## src/design/udmf_pkg.sv

```systemverilog
// Package for the UDP destination match filter: packet kinds, the command
// item passed from parser to matcher, and the protocol constants.
// No dependencies.
package udmf_pkg;

    localparam int UDMF_TABLE_ENTRIES = 64;
    localparam int UDMF_QUEUE_DEPTH   = 4;

    localparam logic [15:0] ETH_IPV4    = 16'h0800;
    localparam logic [15:0] ETH_IPV6    = 16'h86DD;
    localparam logic [7:0]  PROTO_UDP   = 8'd17;
    localparam logic [6:0]  ETH_HDR_LEN = 7'd14;
    localparam logic [5:0]  POS_LIMIT   = 6'd63;

    typedef enum logic [2:0] {
        KIND_NOT_IP   = 3'd0,
        KIND_V4_OTHER = 3'd1,
        KIND_V6_OTHER = 3'd2,
        KIND_V4_UDP   = 3'd3,
        KIND_V6_UDP   = 3'd4,
        KIND_TRUNC    = 3'd5
    } kind_t;

    // One queued command: a table write or a frame-end lookup.
    typedef struct packed {
        logic        is_write;
        logic [5:0]  slot;
        logic [63:0] addr_high;
        logic [63:0] addr_low;
        logic [15:0] port;
        logic        is_v6;
        logic        key_valid;
        kind_t       kind;
    } cmd_t;

endpackage

```

## src/design/udmf_queue.sv

```systemverilog
// Short command queue between parser and matcher.
// Depends on udmf_pkg for the command type and depth.
module udmf_queue
    import udmf_pkg::*;
(
    input  logic aclk,
    input  logic aresetn,
    input  logic push,
    input  cmd_t push_cmd,
    output logic push_ready,
    input  logic pop,
    output logic pop_valid,
    output cmd_t pop_cmd
);

    localparam int PTR_W = $clog2(UDMF_QUEUE_DEPTH);
    localparam int CNT_W = $clog2(UDMF_QUEUE_DEPTH + 1);

    cmd_t             mem [UDMF_QUEUE_DEPTH];
    logic [PTR_W-1:0] wptr_reg, wptr_next;
    logic [PTR_W-1:0] rptr_reg, rptr_next;
    logic [CNT_W-1:0] cnt_reg,  cnt_next;
    logic             do_push;
    logic             do_pop;

    assign push_ready = (cnt_reg != CNT_W'(UDMF_QUEUE_DEPTH));
    assign pop_valid  = (cnt_reg != '0);
    assign pop_cmd    = mem[rptr_reg];
    assign do_push    = push && push_ready;
    assign do_pop     = pop && pop_valid;

    always_comb begin
        wptr_next = do_push ? wptr_reg + PTR_W'(1) : wptr_reg;
        rptr_next = do_pop  ? rptr_reg + PTR_W'(1) : rptr_reg;
        cnt_next  = cnt_reg;
        if (do_push && !do_pop) cnt_next = cnt_reg + CNT_W'(1);
        if (!do_push && do_pop) cnt_next = cnt_reg - CNT_W'(1);
    end

    always_ff @(posedge aclk) begin
        if (!aresetn) begin
            wptr_reg <= '0;
            rptr_reg <= '0;
            cnt_reg  <= '0;
        end else begin
            wptr_reg <= wptr_next;
            rptr_reg <= rptr_next;
            cnt_reg  <= cnt_next;
        end
    end

    always_ff @(posedge aclk) begin
        if (do_push) mem[wptr_reg] <= push_cmd;
    end

endmodule

```

## config.mk

```make
export PLATFORM = sky130hd
export DESIGN_NAME = udmf_queue
export DESIGN_NICKNAME = d
export VERILOG_FILES = /design/src/design/udmf_pkg.sv /design/src/design/udmf_queue.sv
export SDC_FILE = /design/constraint.sdc
export NUM_CORES = 1
export LEC_CHECK = 0
export BUFFER_PORTS_ARGS = -buffer_cell sky130_fd_sc_hd__buf_4
export CAP_MARGIN = 40
export CORE_UTILIZATION = 51
export CTS_CLUSTER_SIZE = 40
export DETAILED_ROUTE_END_ITERATION = 6
export PLACE_DENSITY = 0.75
export SYNTH_ARGS = -nofsm -noshare
export SYNTH_HDL_FRONTEND = slang
export SYNTH_SLANG_ARGS = --single-unit
```

## constraint.sdc

```tcl
create_clock -name aclk -period 5.6 [get_ports aclk]
set_clock_uncertainty 0.2 [all_clocks]
set_input_delay 0.84 -clock aclk [delete_from_list [all_inputs] [get_ports aclk]]
set_output_delay 0.84 -clock aclk [all_outputs]
set_load 0.01 [all_outputs]
```

==> results.toml <==
[outcome]
status = "finished, final reports clean"

[route]
vias = 10151
post-route-drc-count = 0
initialDrtViolationCount = 689
dr.pass1.iters = 5
viasPerCell = 5.44
routedWlPerCell_um = 23.5
drt_wl_total_um = 43900
postRouteAntennaNets = 0

[finish]
post_route_cells_drive_above_1_share_pct = 44.9
area_delta_synth_final_pct = 20.7
nNetsFinal = 1389
nFillCells = 2990
final_util_pct = 62.8
final_design_area_no_fill_um2 = 27900
fin_cells = 1865
largest_reg_flops = 624

[clock_network]
numCtsBuffers = 60
cts_resized = 0
cts_tree = "yes"
htreeDepth = 2
root_buffer = "clkbuf_16"
cts_setup_buffers = 0
clk_latency_ps = 610
clockBufferDepth = 3
clk_pin_slew_ps = 60
cts_sinks = 633
cts-hold-fix-buffers = 0

[logic_synthesis]
synth_area_um2 = 23100
synth.area.top_cells = "edfxtp_1 (81%), mux4_2 (15%), buf_12 (1.3%)"
synth_cells = 867
yosysMostFrequentCell = "edfxtp_1"
synth_enable_flop_cells = 624
ys_warn_count = 0
synth_top_area_cell = "edfxtp_1"
async_reset_ff_share_pct = 0
synth_common_cells = "edfxtp_1 (624), mux4_2 (156), buf_12 (15), buf_2 (15), dfxtp_1 (9)"
synthesis.nets = 1033
synth_ff_type = "edfxtp_1"
avgSynthCellArea_um2 = 26.7
yosysSeqAreaShare_pct = 81.7
synth_cell_types = 25
ys_ff_latch = 633
synth_top_area_share_pct = 80.9

[pwr]
pwr_density_cell_nw_per_um2 = 460
p_total_mw = 12.9
vdd_ir_drop_max_mv = 0.295
power.leakage_nw = 9.28

[global_route]
first_global_vias = 10840
antenna_found_initial = 4
grt_overflow = 0
groute.usage.overall_pct = 19.2
grt_max_degree = 157
grt_pass1_wl_um = 66000

[timing]
hold_violations = 0
setup_viol_count_final = 0
finalWorstPathRequiredPeriod_ps = 3680
layout_worst_path_cycle_share_pct = 65.7
final-max-slew-violation-count = 0
max_freq_ghz = 0.272
worst_pin_slew_ps = 1150
slew_headroom_pct = 23.5
tns_ps = 0
worst_hold_slack_ps = 229
rsz0062_at_grt = "no"
finalWorstSetupSlack_ps = 1920

[die]
initial_core_util_pct = 52.0
die-height_um = 215
num_rows = 77
coreArea_um2 = 44500
die_area_um2 = 46200
dieWidth_um = 215
num_io_pins = 318

[critical_path]
worst-r2r-setup-slack_ps = 2770
worst_ep_required_time_ps = 4560
endpoint_kind = "primary output"
critPathLaunchType = "flip-flop"
crit_type = "flip-flop to primary output"
crit_arrival_ps = 2640
cp_max_fo = 43
reg2reg_from = "cnt_reg[0]"

[placed_design]
io_buffer_count = 317
gp_congestion = 0.722
detailed_place_hpwl_um = 25500
dpl_cell_area_um2 = 26100
placedCellCount = 1753
dp_slack_ps = 2340

[hold_path]
worstHoldStart = "push_cmd[5]"
min_path_type = "primary input to flip-flop"

[run]
max_cap_viol_count = 0
power breakdown:
group	internal (mW)	switching, mW
clock	2.21	1.64
combinational	1.65	1.51
sequential	5.72	0.140
total	9.58	3.28
worst max-delay path: stages, from the launching register on:
cell	delay (ps)
dfxtp_4	800
buf_4	580
mux4_2	430
buf_4	170
layer usage:
| layer | wire [um] | track usage, % |
|---|---|---|
| met5 | 27 | 0 |
| met2 | 22300 | 31.6 |
| met1 | 17100 | 25.0 |
| met4 | 817 | 6.36 |
| met3 | 3580 | 5.34 |
kinds of logic after synthesis:
logic type               share of synthesized area [%]
AO/OA/AOI/OAI                                    0.184
XOR/XNOR                                         0.151
adder cells (fa/ha/maj)                          0.357
buffers and inverters                             1.91
flip-flops                                        81.7
multiplexers                                      15.3
AND/OR/NAND/NOR                                  0.411
area by class of cell:
class	count	area, um^2	area share, %
multi-input combinational	192	3800	13.6
sequential	633	18900	67.7
timing repair buffer	330	2580	9.25
tap	592	741	2.65
inverter	6	22.5	0.0806
clock inverter	37	300	1.07
clock buffer	73	1570	5.62
antenna	2	5.00	0.0179
layout by cell type, fill, tap and decap left out, types with 3 or more instances in the layout:
cell type	instances
edfxtp_1	624
buf_4	322
mux4_2	156
clkbuf_16	61
clkinv_1	19
clkbuf_1	12
clkinv_2	9
dfxtp_1	7
buf_12	7
inv_1	6
nand2_1	6
ha_1	5
bufinv_16	5
and2_4	4
xnor2_1	3
and2_1	3
path summary, 6_finish.rpt:
path	end	cells after the start
setup / recovery	pop_cmd[141]	3
hold / removal	mem[1][5]	1
setup reg to reg	mem[0][136]	4
hold reg to reg	wptr_reg[1]	2
Note: power is estimated with default switching activity, not from simulation.
