--- src/design/udmf_pkg.sv ---
// Package for the UDP destination match filter: packet kinds, the command
// item passed from parser to matcher, and the protocol constants.
// No dependencies.
package udmf_pkg;

    localparam int UDMF_TABLE_ENTRIES = 64;
    localparam int UDMF_QUEUE_DEPTH   = 4;

    localparam logic [15:0] ETH_IPV4    = 16'h0800;
    localparam logic [15:0] ETH_IPV6    = 16'h86DD;
    localparam logic [7:0]  PROTO_UDP   = 8'd17;
    localparam logic [6:0]  ETH_HDR_LEN = 7'd14;
    localparam logic [5:0]  POS_LIMIT   = 6'd63;

    typedef enum logic [2:0] {
        KIND_NOT_IP   = 3'd0,
        KIND_V4_OTHER = 3'd1,
        KIND_V6_OTHER = 3'd2,
        KIND_V4_UDP   = 3'd3,
        KIND_V6_UDP   = 3'd4,
        KIND_TRUNC    = 3'd5
    } kind_t;

    // One queued command: a table write or a frame-end lookup.
    typedef struct packed {
        logic        is_write;
        logic [5:0]  slot;
        logic [63:0] addr_high;
        logic [63:0] addr_low;
        logic [15:0] port;
        logic        is_v6;
        logic        key_valid;
        kind_t       kind;
    } cmd_t;

endpackage

--- src/design/udmf_parser.sv ---
// Front end: accepts items, tracks frame offsets, captures header fields and
// emits one command per table write or frame end. Depends on udmf_pkg.
module udmf_parser
    import udmf_pkg::*;
(
    input  logic        aclk,
    input  logic        aresetn,
    input  logic        in_accept,
    input  logic        op,
    input  logic [7:0]  data_byte,
    input  logic        last_byte,
    input  logic [5:0]  slot,
    input  logic [63:0] key_addr_high,
    input  logic [63:0] key_addr_low,
    input  logic [15:0] key_port,
    input  logic        key_is_v6,
    input  logic        key_valid,
    output logic        push,
    output cmd_t        push_cmd
);

    logic [5:0]  pos_reg,   pos_next;
    logic [15:0] etype_reg, etype_next;
    logic [7:0]  proto_reg, proto_next;
    logic [63:0] ahigh_reg, ahigh_next;
    logic [63:0] alow_reg,  alow_next;
    logic [15:0] port_reg,  port_next;

    logic        is_v4;
    logic        is_v6;
    logic [6:0]  count;
    kind_t       kind;

    assign is_v4 = (etype_reg == ETH_IPV4);
    assign is_v6 = (etype_reg == ETH_IPV6);
    assign count = {1'b0, pos_reg} + 7'd1;

    // Field capture for the current byte.
    always_comb begin
        etype_next = etype_reg;
        proto_next = proto_reg;
        ahigh_next = ahigh_reg;
        alow_next  = alow_reg;
        port_next  = port_reg;
        if (pos_reg == 6'd12) begin
            etype_next = {data_byte, 8'h00};
        end else if (pos_reg == 6'd13) begin
            etype_next = etype_reg | {8'h00, data_byte};
        end else if (is_v4) begin
            if (pos_reg == 6'd23) proto_next = data_byte;
            if (pos_reg == 6'd36) port_next = {data_byte, 8'h00};
            if (pos_reg == 6'd37) port_next = port_reg | {8'h00, data_byte};
            for (int j = 0; j < 4; j++) begin
                if (pos_reg == 6'(30 + j))
                    ahigh_next[63 - 8*j -: 8] = ahigh_reg[63 - 8*j -: 8] | data_byte;
            end
        end else if (is_v6) begin
            if (pos_reg == 6'd20) proto_next = data_byte;
            if (pos_reg == 6'd56) port_next = {data_byte, 8'h00};
            if (pos_reg == 6'd57) port_next = port_reg | {8'h00, data_byte};
            for (int j = 0; j < 8; j++) begin
                if (pos_reg == 6'(38 + j))
                    ahigh_next[63 - 8*j -: 8] = ahigh_reg[63 - 8*j -: 8] | data_byte;
                if (pos_reg == 6'(46 + j))
                    alow_next[63 - 8*j -: 8] = alow_reg[63 - 8*j -: 8] | data_byte;
            end
        end
        pos_next = (pos_reg < POS_LIMIT) ? pos_reg + 6'd1 : pos_reg;
    end

    // Classification on the updated header state.
    always_comb begin
        if (count < ETH_HDR_LEN) begin
            kind = KIND_TRUNC;
        end else if (etype_next == ETH_IPV4) begin
            if (count < 7'd24)                kind = KIND_TRUNC;
            else if (proto_next != PROTO_UDP) kind = KIND_V4_OTHER;
            else if (count < 7'd38)           kind = KIND_TRUNC;
            else                              kind = KIND_V4_UDP;
        end else if (etype_next == ETH_IPV6) begin
            if (count < 7'd21)                kind = KIND_TRUNC;
            else if (proto_next != PROTO_UDP) kind = KIND_V6_OTHER;
            else if (count < 7'd58)           kind = KIND_TRUNC;
            else                              kind = KIND_V6_UDP;
        end else begin
            kind = KIND_NOT_IP;
        end
    end

    always_comb begin
        push = in_accept && (op || last_byte);
        push_cmd.is_write = op;
        push_cmd.slot     = slot;
        push_cmd.kind     = kind;
        if (op) begin
            push_cmd.addr_high = key_addr_high;
            push_cmd.addr_low  = key_addr_low;
            push_cmd.port      = key_port;
            push_cmd.is_v6     = key_is_v6;
            push_cmd.key_valid = key_valid;
        end else begin
            push_cmd.addr_high = ahigh_next;
            push_cmd.addr_low  = alow_next;
            push_cmd.port      = port_next;
            push_cmd.is_v6     = (kind == KIND_V6_UDP);
            push_cmd.key_valid = (kind == KIND_V4_UDP) || (kind == KIND_V6_UDP);
        end
    end

    always_ff @(posedge aclk) begin
        if (!aresetn) begin
            pos_reg   <= '0;
            etype_reg <= '0;
            proto_reg <= '0;
            ahigh_reg <= '0;
            alow_reg  <= '0;
            port_reg  <= '0;
        end else if (in_accept && !op) begin
            if (last_byte) begin
                pos_reg   <= '0;
                etype_reg <= '0;
                proto_reg <= '0;
                ahigh_reg <= '0;
                alow_reg  <= '0;
                port_reg  <= '0;
            end else begin
                pos_reg   <= pos_next;
                etype_reg <= etype_next;
                proto_reg <= proto_next;
                ahigh_reg <= ahigh_next;
                alow_reg  <= alow_next;
                port_reg  <= port_next;
            end
        end
    end

endmodule

--- config.mk ---
export PLATFORM = sky130hd
export DESIGN_NAME = udmf_parser
export DESIGN_NICKNAME = d
export VERILOG_FILES = /design/src/design/udmf_pkg.sv /design/src/design/udmf_parser.sv
export SDC_FILE = /design/constraint.sdc
export NUM_CORES = 1
export LEC_CHECK = 0
export ABC_AREA = 1
export BUFFER_PORTS_ARGS = -buffer_cell sky130_fd_sc_hd__buf_2
export CAP_MARGIN = 5
export CORE_ASPECT_RATIO = 1.75
export CORE_MARGIN = 2
export CORE_UTILIZATION = 52
export DETAILED_ROUTE_END_ITERATION = 12
export PLACE_DENSITY = 0.81
export SYNTH_ARGS = -nofsm -noshare
export SYNTH_HDL_FRONTEND = slang
export SYNTH_SLANG_ARGS = --single-unit
--- constraint.sdc ---
create_clock -name aclk -period 2.6 [get_ports aclk]
set_input_delay 0.26 -clock aclk [delete_from_list [all_inputs] [get_ports aclk]]
set_output_delay 0.26 -clock aclk [all_outputs]
set_load 0.01 [all_outputs]
==> results.cfg, run 1 <==
[floorplanning]
coreArea_um2 = 19100
die_y_um = 188
io_pins = 322
die_w_um = 109
initial_utilization_pct = 52.8
die_area_um2 = 20600
num_rows = 67

[placed_design]
pre_cts_ws_ns = -0.0520
port_buffers = 309
gp_congestion = 0.986
dpl.hpwl_mm = 25.9
placed_cell_area_um2 = 12400
dp_cells = 2078

[sta]
whs_ns = 0.268
period_needed_ns = 3.14
skew_ns = 0.0116
setup_tns_ns = -39.02
hold_viol = 0
period_share_pct = 121
finalSetupViolations = 149
slew_headroom_pct = 47.7
report.final.slew_viol_count = 0
setup_ws_ns = -0.544
fmax_ghz = 0.318
rsz0062_at_grt = yes
tightest_slew_ns = 0.784

[synth]
synth_top_area_share_pct = 34.5
ys_ff_latch = 174
synth_area_um2 = 10100
synth-main-ff-cell = dfxtp_1
netlist_instances = 1537
synth_cell_types = 44
ys_top_cells_by_area = dfxtp_1, nand2_1, a211oi_1, o21ai_0, a21oi_1
synthesis.nets = 1706
synth-edff-count = 0
synth_top_cell_by_area = dfxtp_1
async_flop_share_pct = 0
synth_warnings = 0
avgSynthCellArea_um2 = 6.56
seq_area_frac_synth_pct = 34.5

[worst_setup_path]
reg2reg_from = etype_reg[0]
crit_path_start = etype_reg[4]
r2r_end = port_reg[8]
r2r_cells = 18
cp-end-kind = primary output
startpoint_type = register
cp_max_fo = 8
r2r_slack_ns = 0.08
cp-endpoint = push_cmd[3]
critical_path_required_ns = 2.34
crit_type = reg -> out
worstPathArrival_ns = 2.88

[global_routing]
grt_pass1_vias = 11900
grt_start_max_net_pins = 152
antenna_found_initial = 0
gr-total-overflow = 0
grt_pass1_wl_mm = 59.2
track_usage_pct = 36.6

[detailed_routing]
routed-via-count = 13200
wl_met1_mm = 14.9
post-route-drc-count = 0
route.met2.wl_mm = 21.2
via_per_inst = 6.05
drt_iter0_drc = 1210
postRouteAntennaNets = 0
wl_per_cell_um = 19.6
routed_wl_mm = 42.8
dr.pass1.iters = 8
wl_met3_mm = 3.42
dr.max_layer_used = met4

[final_layout]
diodes = 0
design_area_um2 = 15600
fill_cells = 1198
syn2layout_area_growth_pct = 54.4
nets = 2093
final_core_util_pct = 81.5
final_common_cell = nand2_1
drive_gt1_share_pct = 43.1
post_layout_nonfiller_instances = 2178
final_cell_mix = nand2_1, buf_2, dfxtp_1

[pwr]
power_switching_mw = 1.72
clockPowerShare_pct = 42.6
p_int_mw = 4.32
p_seq_share_pct = 44.2
p_leak_nw = 6.20
cellPowerDensity_nw_per_um2 = 388
finalPower_mw = 6.04
switching_share_pct = 28.5
combPwrFrac_pct = 13.2
peakVddDrop_v = 0.000389

[status]
violations = setup timing
status = complete, but fails checks

[clock_network]
htreeDepth = 4
cts_sinks = 174
holdBufCountCts = 0
cts_buffer_depth = 2
cts_root_buffer = clkbuf_16
cts_tree = built
numCtsBuffers = 17
insertion_delay_ns = 0.45
clkSlewWorstSetupHoldPaths_ns = 0.07

[hold_path]
min_path_type = in -> reg

[flow_run]
drv_cap = 0
-- worst min path at each step --
stage,start,end,slack [ns],depth (start not counted)
floorplan,port_reg[13],port_reg[13],0.44,2
global placement,port_reg[8],port_reg[8],0.45,2
detailed placement,ahigh_reg[16],ahigh_reg[16],0.45,2
CTS,last_byte,pos_reg[3],0.25,4
global route,last_byte,pos_reg[4],0.30,4
finish,last_byte,pos_reg[3],0.27,4
-- power by group through the flow --
stage	logic, mW	registers (mW)	clock network (mW)
finish	0.796	2.67	2.57
floorplan	0.376	2.73	0
global route	0.861	2.67	2.65
global placement	0.715	2.73	0
CTS	0.744	2.67	2.55
detailed placement	0.722	2.73	0
-- synth_stat cells (3+ instances only) --
master and count:
or2_1 9, a21oi_1 153, a211oi_1 131, nand2_4 5
nor2_2 9, ha_1 4, nand2_2 6, a21oi_2 4
o21ai_2 4, nand4_1 12, nor2_1 63, clkbuf_1 89
o22ai_1 4, inv_2 10, inv_1 69, buf_2 10
nand3_1 21, a31oi_1 34, a2bb2oi_1 6, nor4_1 5
nand3b_1 3, nand2_1 490, dfxtp_1 174, o21ai_1 13
nor3_1 16, nand3_2 4, o21ai_0 157, buf_6 5
buf_4 8
-- kinds of logic (layout without fill, tap and decap cells) --
family	after synthesis	in the layout	share of synthesized area (%)
buffers and inverters	196	594	8.13
AND/OR/NAND/NOR	649	651	26.8
AO/OA/AOI/OAI	513	513	29.9
adder cells (fa/ha/maj)	4	4	0.496
XOR/XNOR	1	1	0.0869
flip-flops	174	174	34.5
-- repair_timing --
| action | in CTS | in global routing |
|---|---|---|
| resized for setup | 176 | 387 |
| setup endpoints to repair | 149 | 149 |
| buffers inserted | 24 | 42 |
| pin swaps | 42 | 78 |
| cloned | 4 | 2 |
-- critical path, stage by stage (launching register included) --
cell	delay, ns
dfxtp_1	0.34
buf_4	0.14
nand2_1	0.10
nor2_1	0.20
nand2_2	0.11
nor2_2	0.23
buf_4	0.21
nand2_1	0.07
nand2_1	0.09
a21oi_2	0.09
nand2_1	0.10
nor2_2	0.05
nand3_1	0.08
nand2_1	0.07
nand2_1	0.10
nand4_1	0.15
nand3_2	0.10
nand2_1	0.05
inv_1	0.04
buf_2	0.12
-- final cells by class --
type                       instances  area [µm²]  share of cell area, %
clock buffer                      19         443                   2.84
clock inverter                    13         128                  0.820
inverter                          82         354                   2.27
timing repair buffer             479        3200                   20.5
timing repair inverter             1        11.3                 0.0723
tap                              241         302                   1.94
sequential                       174        3510                   22.5
multi-input combinational       1169        7630                   49.0
-- metal layers --
metal  vias to the layer above  global-route usage (%)
met4                         0                    24.6
met1                      6017                    41.2
met2                       823                    61.9
met3                       277                    6.33
met5                         -                       0
li1                       6050                       -
Power figures use the tool's default switching activity.
==> run 2, diff against run 1 <==
--- a/config.mk
+++ b/config.mk
@@ -12,7 +12,7 @@
 export CORE_MARGIN = 2
 export CORE_UTILIZATION = 52
 export DETAILED_ROUTE_END_ITERATION = 12
-export PLACE_DENSITY = 0.81
+export PLACE_DENSITY = 0.84
 export SYNTH_ARGS = -nofsm -noshare
 export SYNTH_HDL_FRONTEND = slang
 export SYNTH_SLANG_ARGS = --single-unit
==> results.cfg, run 2 (synthesis results as in run 1) <==
[final_layout]
drive_gt1_share_pct = 39.1
final_core_util_pct = 76.4
diodes = 0
nets = 2054
syn2layout_area_growth_pct = 44.7
final_cell_mix = nand2_1, buf_2, dfxtp_1
final_common_cell = nand2_1
post_layout_nonfiller_instances = 2139

[detailed_routing]
postRouteAntennaNets = 0
routed-via-count = 12600
routed_wl_mm = 39.3
wl_per_cell_um = 18.4
post-route-drc-count = 0
dr.pass1.iters = 5
drt_iter0_drc = 998
via_per_inst = 5.91

[worst_setup_path]
critical_path_required_ns = 2.34
startpoint_type = register
worstPathArrival_ns = 2.83
crit_type = reg -> out
cp_max_fo = 8
cp-end-kind = primary output

[global_routing]
grt_pass1_wl_mm = 58.8
track_usage_pct = 36.1
gr-total-overflow = 0
grt_pass1_vias = 11600
grt_start_max_net_pins = 146
antenna_found_initial = 0

[sta]
whs_ns = 0.224
finalSetupViolations = 147
skew_ns = 0.0170
setup_ws_ns = -0.490
tightest_slew_ns = 0.760
hold_viol = 0
period_needed_ns = 3.09
rsz0062_at_grt = yes
slew_headroom_pct = 49.3
fmax_ghz = 0.324
report.final.slew_viol_count = 0
period_share_pct = 119

[floorplanning]
initial_utilization_pct = 52.8
die_area_um2 = 20600
die_y_um = 188
io_pins = 322
num_rows = 67
coreArea_um2 = 19100
die_w_um = 109

[clock_network]
insertion_delay_ns = 0.43
holdBufCountCts = 0
htreeDepth = 4
cts_buffer_depth = 2
cts_sinks = 174
cts_root_buffer = clkbuf_16
clkSlewWorstSetupHoldPaths_ns = 0.08
cts_tree = built
numCtsBuffers = 17

[flow_run]
drv_cap = 0

[pwr]
peakVddDrop_v = 0.000499
combPwrFrac_pct = 12.6
p_seq_share_pct = 43.7
p_int_mw = 4.33
clockPowerShare_pct = 43.7
cellPowerDensity_nw_per_um2 = 418
switching_share_pct = 29.0
p_leak_nw = 5.85
finalPower_mw = 6.10
power_switching_mw = 1.77

[status]
status = complete, but fails checks
violations = setup timing

[placed_design]
gp_congestion = 1.07
dp_cells = 2076
dpl.hpwl_mm = 25.9
port_buffers = 309

[hold_path]
min_path_type = in -> reg
run 2: changes by cell type in the layout (fill, tap and decap cells not counted), moves of 10 or more:
cell and delta:
a21oi_2 +13, a21oi_4 -13, a31oi_4 -10, buf_4 -13, buf_6 -16, nand2_1 +23
nand2_2 -11, nand2_4 -11, o21ai_0 +78, o21ai_1 -64
run 2: layout make-up:
| cell class | instances | area (µm²) |
|---|---|---|
| fill | 1410 | 4520 |
| sequential | 174 | 3510 |
| tap | 241 | 302 |
| inverter | 82 | 339 |
| multi-input combinational | 1168 | 7060 |
| clock buffer | 18 | 429 |
| clock inverter | 14 | 175 |
| timing repair buffer | 442 | 2780 |
run 2: metrics by stage:
| step | setup TNS (ns) | worst slack, ns | cell area, µm² |
|---|---|---|---|
| after CTS | -14.90 | -0.336 | 13600 |
| final | -35.40 | -0.490 | 14600 |
| after global placement | -0.291 | -0.0626 | 12300 |
| after global routing | -56.52 | -0.616 | 14600 |
| after detailed placement | -0.721 | -0.0904 | 12300 |
| after floorplan | 0 | 0.164 | 10100 |
run 2: path summary, 6_finish.rpt:
check / slack, ns / startpoint / end / cells after the start
worst max-delay path: -0.49 / etype_reg[1] / push_cmd[2] / 15
worst min-delay path: 0.22 / aresetn / etype_reg[13] / 3
worst max register to register: 0.17 / pos_reg[0] / etype_reg[9] / 18
worst min register to register: 0.47 / port_reg[1] / port_reg[1] / 2
run 2: critical path, stage by stage (launching register included):
cell      delay, ns
dfxtp_4        0.36
inv_4          0.07
nand4_1        0.29
nor2_1         0.23
nand2_2        0.16
nand2_1        0.10
nand2_1        0.07
a21oi_2        0.16
nand2_1        0.09
nor2_2         0.16
nand2_2        0.11
inv_2          0.08
a21oi_2        0.05
or2_1          0.23
nand3b_1       0.10
buf_2          0.14
run 2: what timing repair did:
action	CTS	global route
resized for setup	164	178
gates cloned	4	1
setup buffers	18	14
endpoints found under the setup margin	148	150
endpoints found under the hold margin	0	0
pin swaps	27	26
run 2: routing by layer:
metal	part of all wire, %	vias to the layer above	GRT usage (%)
li1	-	5983	-
met1	37	5814	41.2
met2	51	656	62.2
met3	6.6	182	6.12
met4	5.6	0	20.4
met5	0	-	0
run 2: power by group through the flow:
| stage | clock network, mW | logic [mW] | registers, mW |
|---|---|---|---|
| finish | 2.67 | 0.770 | 2.67 |
| CTS | 2.66 | 0.741 | 2.67 |
| detailed placement | 0 | 0.722 | 2.73 |
| floorplan | 0 | 0.376 | 2.73 |
| global placement | 0 | 0.716 | 2.73 |
| global route | 2.75 | 0.840 | 2.67 |
==> run 3, diff against run 2 <==
--- a/config.mk
+++ b/config.mk
@@ -5,7 +5,7 @@
 export SDC_FILE = /design/constraint.sdc
 export NUM_CORES = 1
 export LEC_CHECK = 0
-export ABC_AREA = 1
+export ABC_AREA = 0
 export BUFFER_PORTS_ARGS = -buffer_cell sky130_fd_sc_hd__buf_2
 export CAP_MARGIN = 5
 export CORE_ASPECT_RATIO = 1.75
@@ -13,6 +13,7 @@
 export CORE_UTILIZATION = 52
 export DETAILED_ROUTE_END_ITERATION = 12
 export PLACE_DENSITY = 0.84
+export RECOVER_POWER = 50
 export SYNTH_ARGS = -nofsm -noshare
 export SYNTH_HDL_FRONTEND = slang
 export SYNTH_SLANG_ARGS = --single-unit
==> results.cfg, run 3 <==
[clock_network]
cts_root_buffer = clkbuf_16
insertion_delay_ns = 0.45
cts_tree = built
htreeDepth = 4
cts_sinks = 174
clkSlewWorstSetupHoldPaths_ns = 0.07
cts_buffer_depth = 2
holdBufCountCts = 0
numCtsBuffers = 17

[detailed_routing]
post-route-drc-count = 0
postRouteAntennaNets = 0
routed-via-count = 13200
drt_iter0_drc = 1362
dr.pass1.iters = 8
via_per_inst = 6.39
wl_per_cell_um = 22.4
routed_wl_mm = 46.3

[sta]
report.final.slew_viol_count = 0
skew_ns = 0.0165
slew_headroom_pct = 8.88
fmax_ghz = 0.345
finalSetupViolations = 152
period_share_pct = 111
rsz0062_at_grt = yes
setup_ws_ns = -0.296
tightest_slew_ns = 1.36
period_needed_ns = 2.90
hold_viol = 0

[worst_setup_path]
critical_path_required_ns = 2.34
path_cells = nor4_4 > buf_4 > buf_6 > and4_4 > nand2_4 > nor2_4 > buf_6 > a21oi_1 > o21ai_1 > buf_2
critPathBufInv = 4
worstPathArrival_ns = 2.64
crit_type = reg -> out
slowest_delay_ns = 0.34
cpMostUsedCell = buf_6
cp_max_fo = 7
cp-end-kind = primary output
critPathSlowestCell = dfxtp_2
startpoint_type = register
crit_family = simple AND/OR/NAND/NOR gates

[synth]
synth_warnings = 0
ys_ff_latch = 174
seq_area_frac_synth_pct = 34.1
synth_area_um2 = 10200
netlist_instances = 1451
synth_top_cell_by_area = dfxtp_1
async_flop_share_pct = 0
synth_cell_types = 68
avgSynthCellArea_um2 = 7.03
synthesis.nets = 1620
synth-edff-count = 0
ys_top_cells_by_count = nand2_1, a21oi_1, dfxtp_1
synth_top_area_share_pct = 34.1
synth-main-ff-cell = dfxtp_1
ys_top_cells_by_area = dfxtp_1, a21oi_1, nand2_1, nand3_1, o21ai_0
synthMostInstantiatedCell = nand2_1

[status]
violations = setup timing
status = complete, but fails checks

[final_layout]
post_layout_nonfiller_instances = 2064
final_cell_mix = buf_2, nand2_1, dfxtp_1
syn2layout_area_growth_pct = 50.4
final_common_cell = buf_2
final_core_util_pct = 80.0
drive_gt1_share_pct = 42.2
nets = 1978
design_area_um2 = 15400

[floorplanning]
die_area_um2 = 20800
initial_utilization_pct = 53.2
die_w_um = 110
io_pins = 322
die_y_um = 189
num_rows = 67
coreArea_um2 = 19200

[hold_path]
min_path_type = in -> reg

[global_routing]
grt_pass1_vias = 12200
grt_start_max_net_pins = 136
track_usage_pct = 41.4
gr-total-overflow = 0
grt_pass1_wl_mm = 66.1
antenna_found_initial = 1

[flow_run]
drv_cap = 0

[pwr]
p_leak_nw = 6.06
peakVddDrop_v = 0.000461
cellPowerDensity_nw_per_um2 = 406
finalPower_mw = 6.23

[placed_design]
gp_congestion = 0.952
port_buffers = 309
dpl.hpwl_mm = 27.0
dp_cells = 1956
placed_cell_area_um2 = 12300
==> run 3: cell count changes after synthesis, moves of 59 or more <==
cell | before | now
nand2_1 | 490 | 276
a22oi_1 | 0 | 60
o21ai_0 | 157 | 98
a21oi_1 | 153 | 228
a211oi_1 | 131 | 9
nand3_1 | 21 | 103
==> run 3: worst reg2reg max path, delay by kind of cell (launching register included) <==
| family | cells | cell delay (ns) |
|---|---|---|
| AOI/OAI and AO/OA | 2 | 1.34 |
| and+or+nand+nor | 4 | 0.61 |
| DFF | 1 | 0.42 |
| buffers and inverters | 1 | 0.18 |
==> run 3: repair_timing <==
action,CTS,global route
gates resized for setup,299,160
buffers inserted,48,21
pin swaps,80,98
gates cloned,15,2
endpoints found under the setup margin,164,155
==> run 3: kinds of logic (layout without fill, tap and decap cells) <==
family,Yosys count,after routing,synth area share [%]
compound gates,518,518,28.9
xor+xnor,2,2,0.172
fa+ha+maj,4,4,0.490
buf+inv,167,536,8.19
flops,174,174,34.1
mux,10,10,0.981
other cells,0,1,0
simple gates,576,578,27.1
==> run 3: area by class of cell <==
class,instances,area [µm²]
Multi-Input combinational cell,1112,7310
Sequential cell,174,3520
Fill cell,1259,3850
Clock inverter,15,210
Timing Repair Buffer,485,3510
Tap cell,241,302
Inverter,19,73.8
Antenna cell,1,2.50
Clock buffer,17,425
==> run 3: per-stage QoR <==
| stage | setup TNS (ns) | worst slack (ns) | hold slack [ns] |
|---|---|---|---|
| 4_1_cts | -11.35 | -0.214 | 0.200 |
| 5_1_grt | -27.34 | -0.339 | 0.220 |
| 6_report | -18.70 | -0.296 | 0.221 |
| 2_1_floorplan | 0 | 0.218 | 0.432 |
| 3_3_place_gp | 0 | 0.0299 | 0.437 |
| 3_5_place_dp | -0.0932 | -0.0200 | 0.443 |
==> run 3: routing by layer <==
metal	global-route usage, %	vias to the layer above	share of wire (%)
met4	33.5	0	9.1
met2	67.9	987	48
li1	-	5837	-
met1	45.0	6061	33
met3	8.19	306	10
met5	0	-	0
==> run 3: path summary, 6_finish.rpt <==
check                from            end  slack [ns]  depth (start not counted)
min          data_byte[2]   etype_reg[2]        0.22                          3
max reg2reg    pos_reg[3]   proto_reg[5]       -0.01                          7
max          etype_reg[5]  push_cmd[100]       -0.30                         10
min reg2reg  alow_reg[23]   alow_reg[23]        0.45                          2
==> run 3: where the power goes <==
group | leakage (nW) | total (mW) | internal (mW) | switching [mW]
logic | 4.34 | 0.827 | 0.293 | 0.534
clock network | 0.307 | 2.74 | 1.41 | 1.33
registers | 1.41 | 2.66 | 2.66 | 0.00140
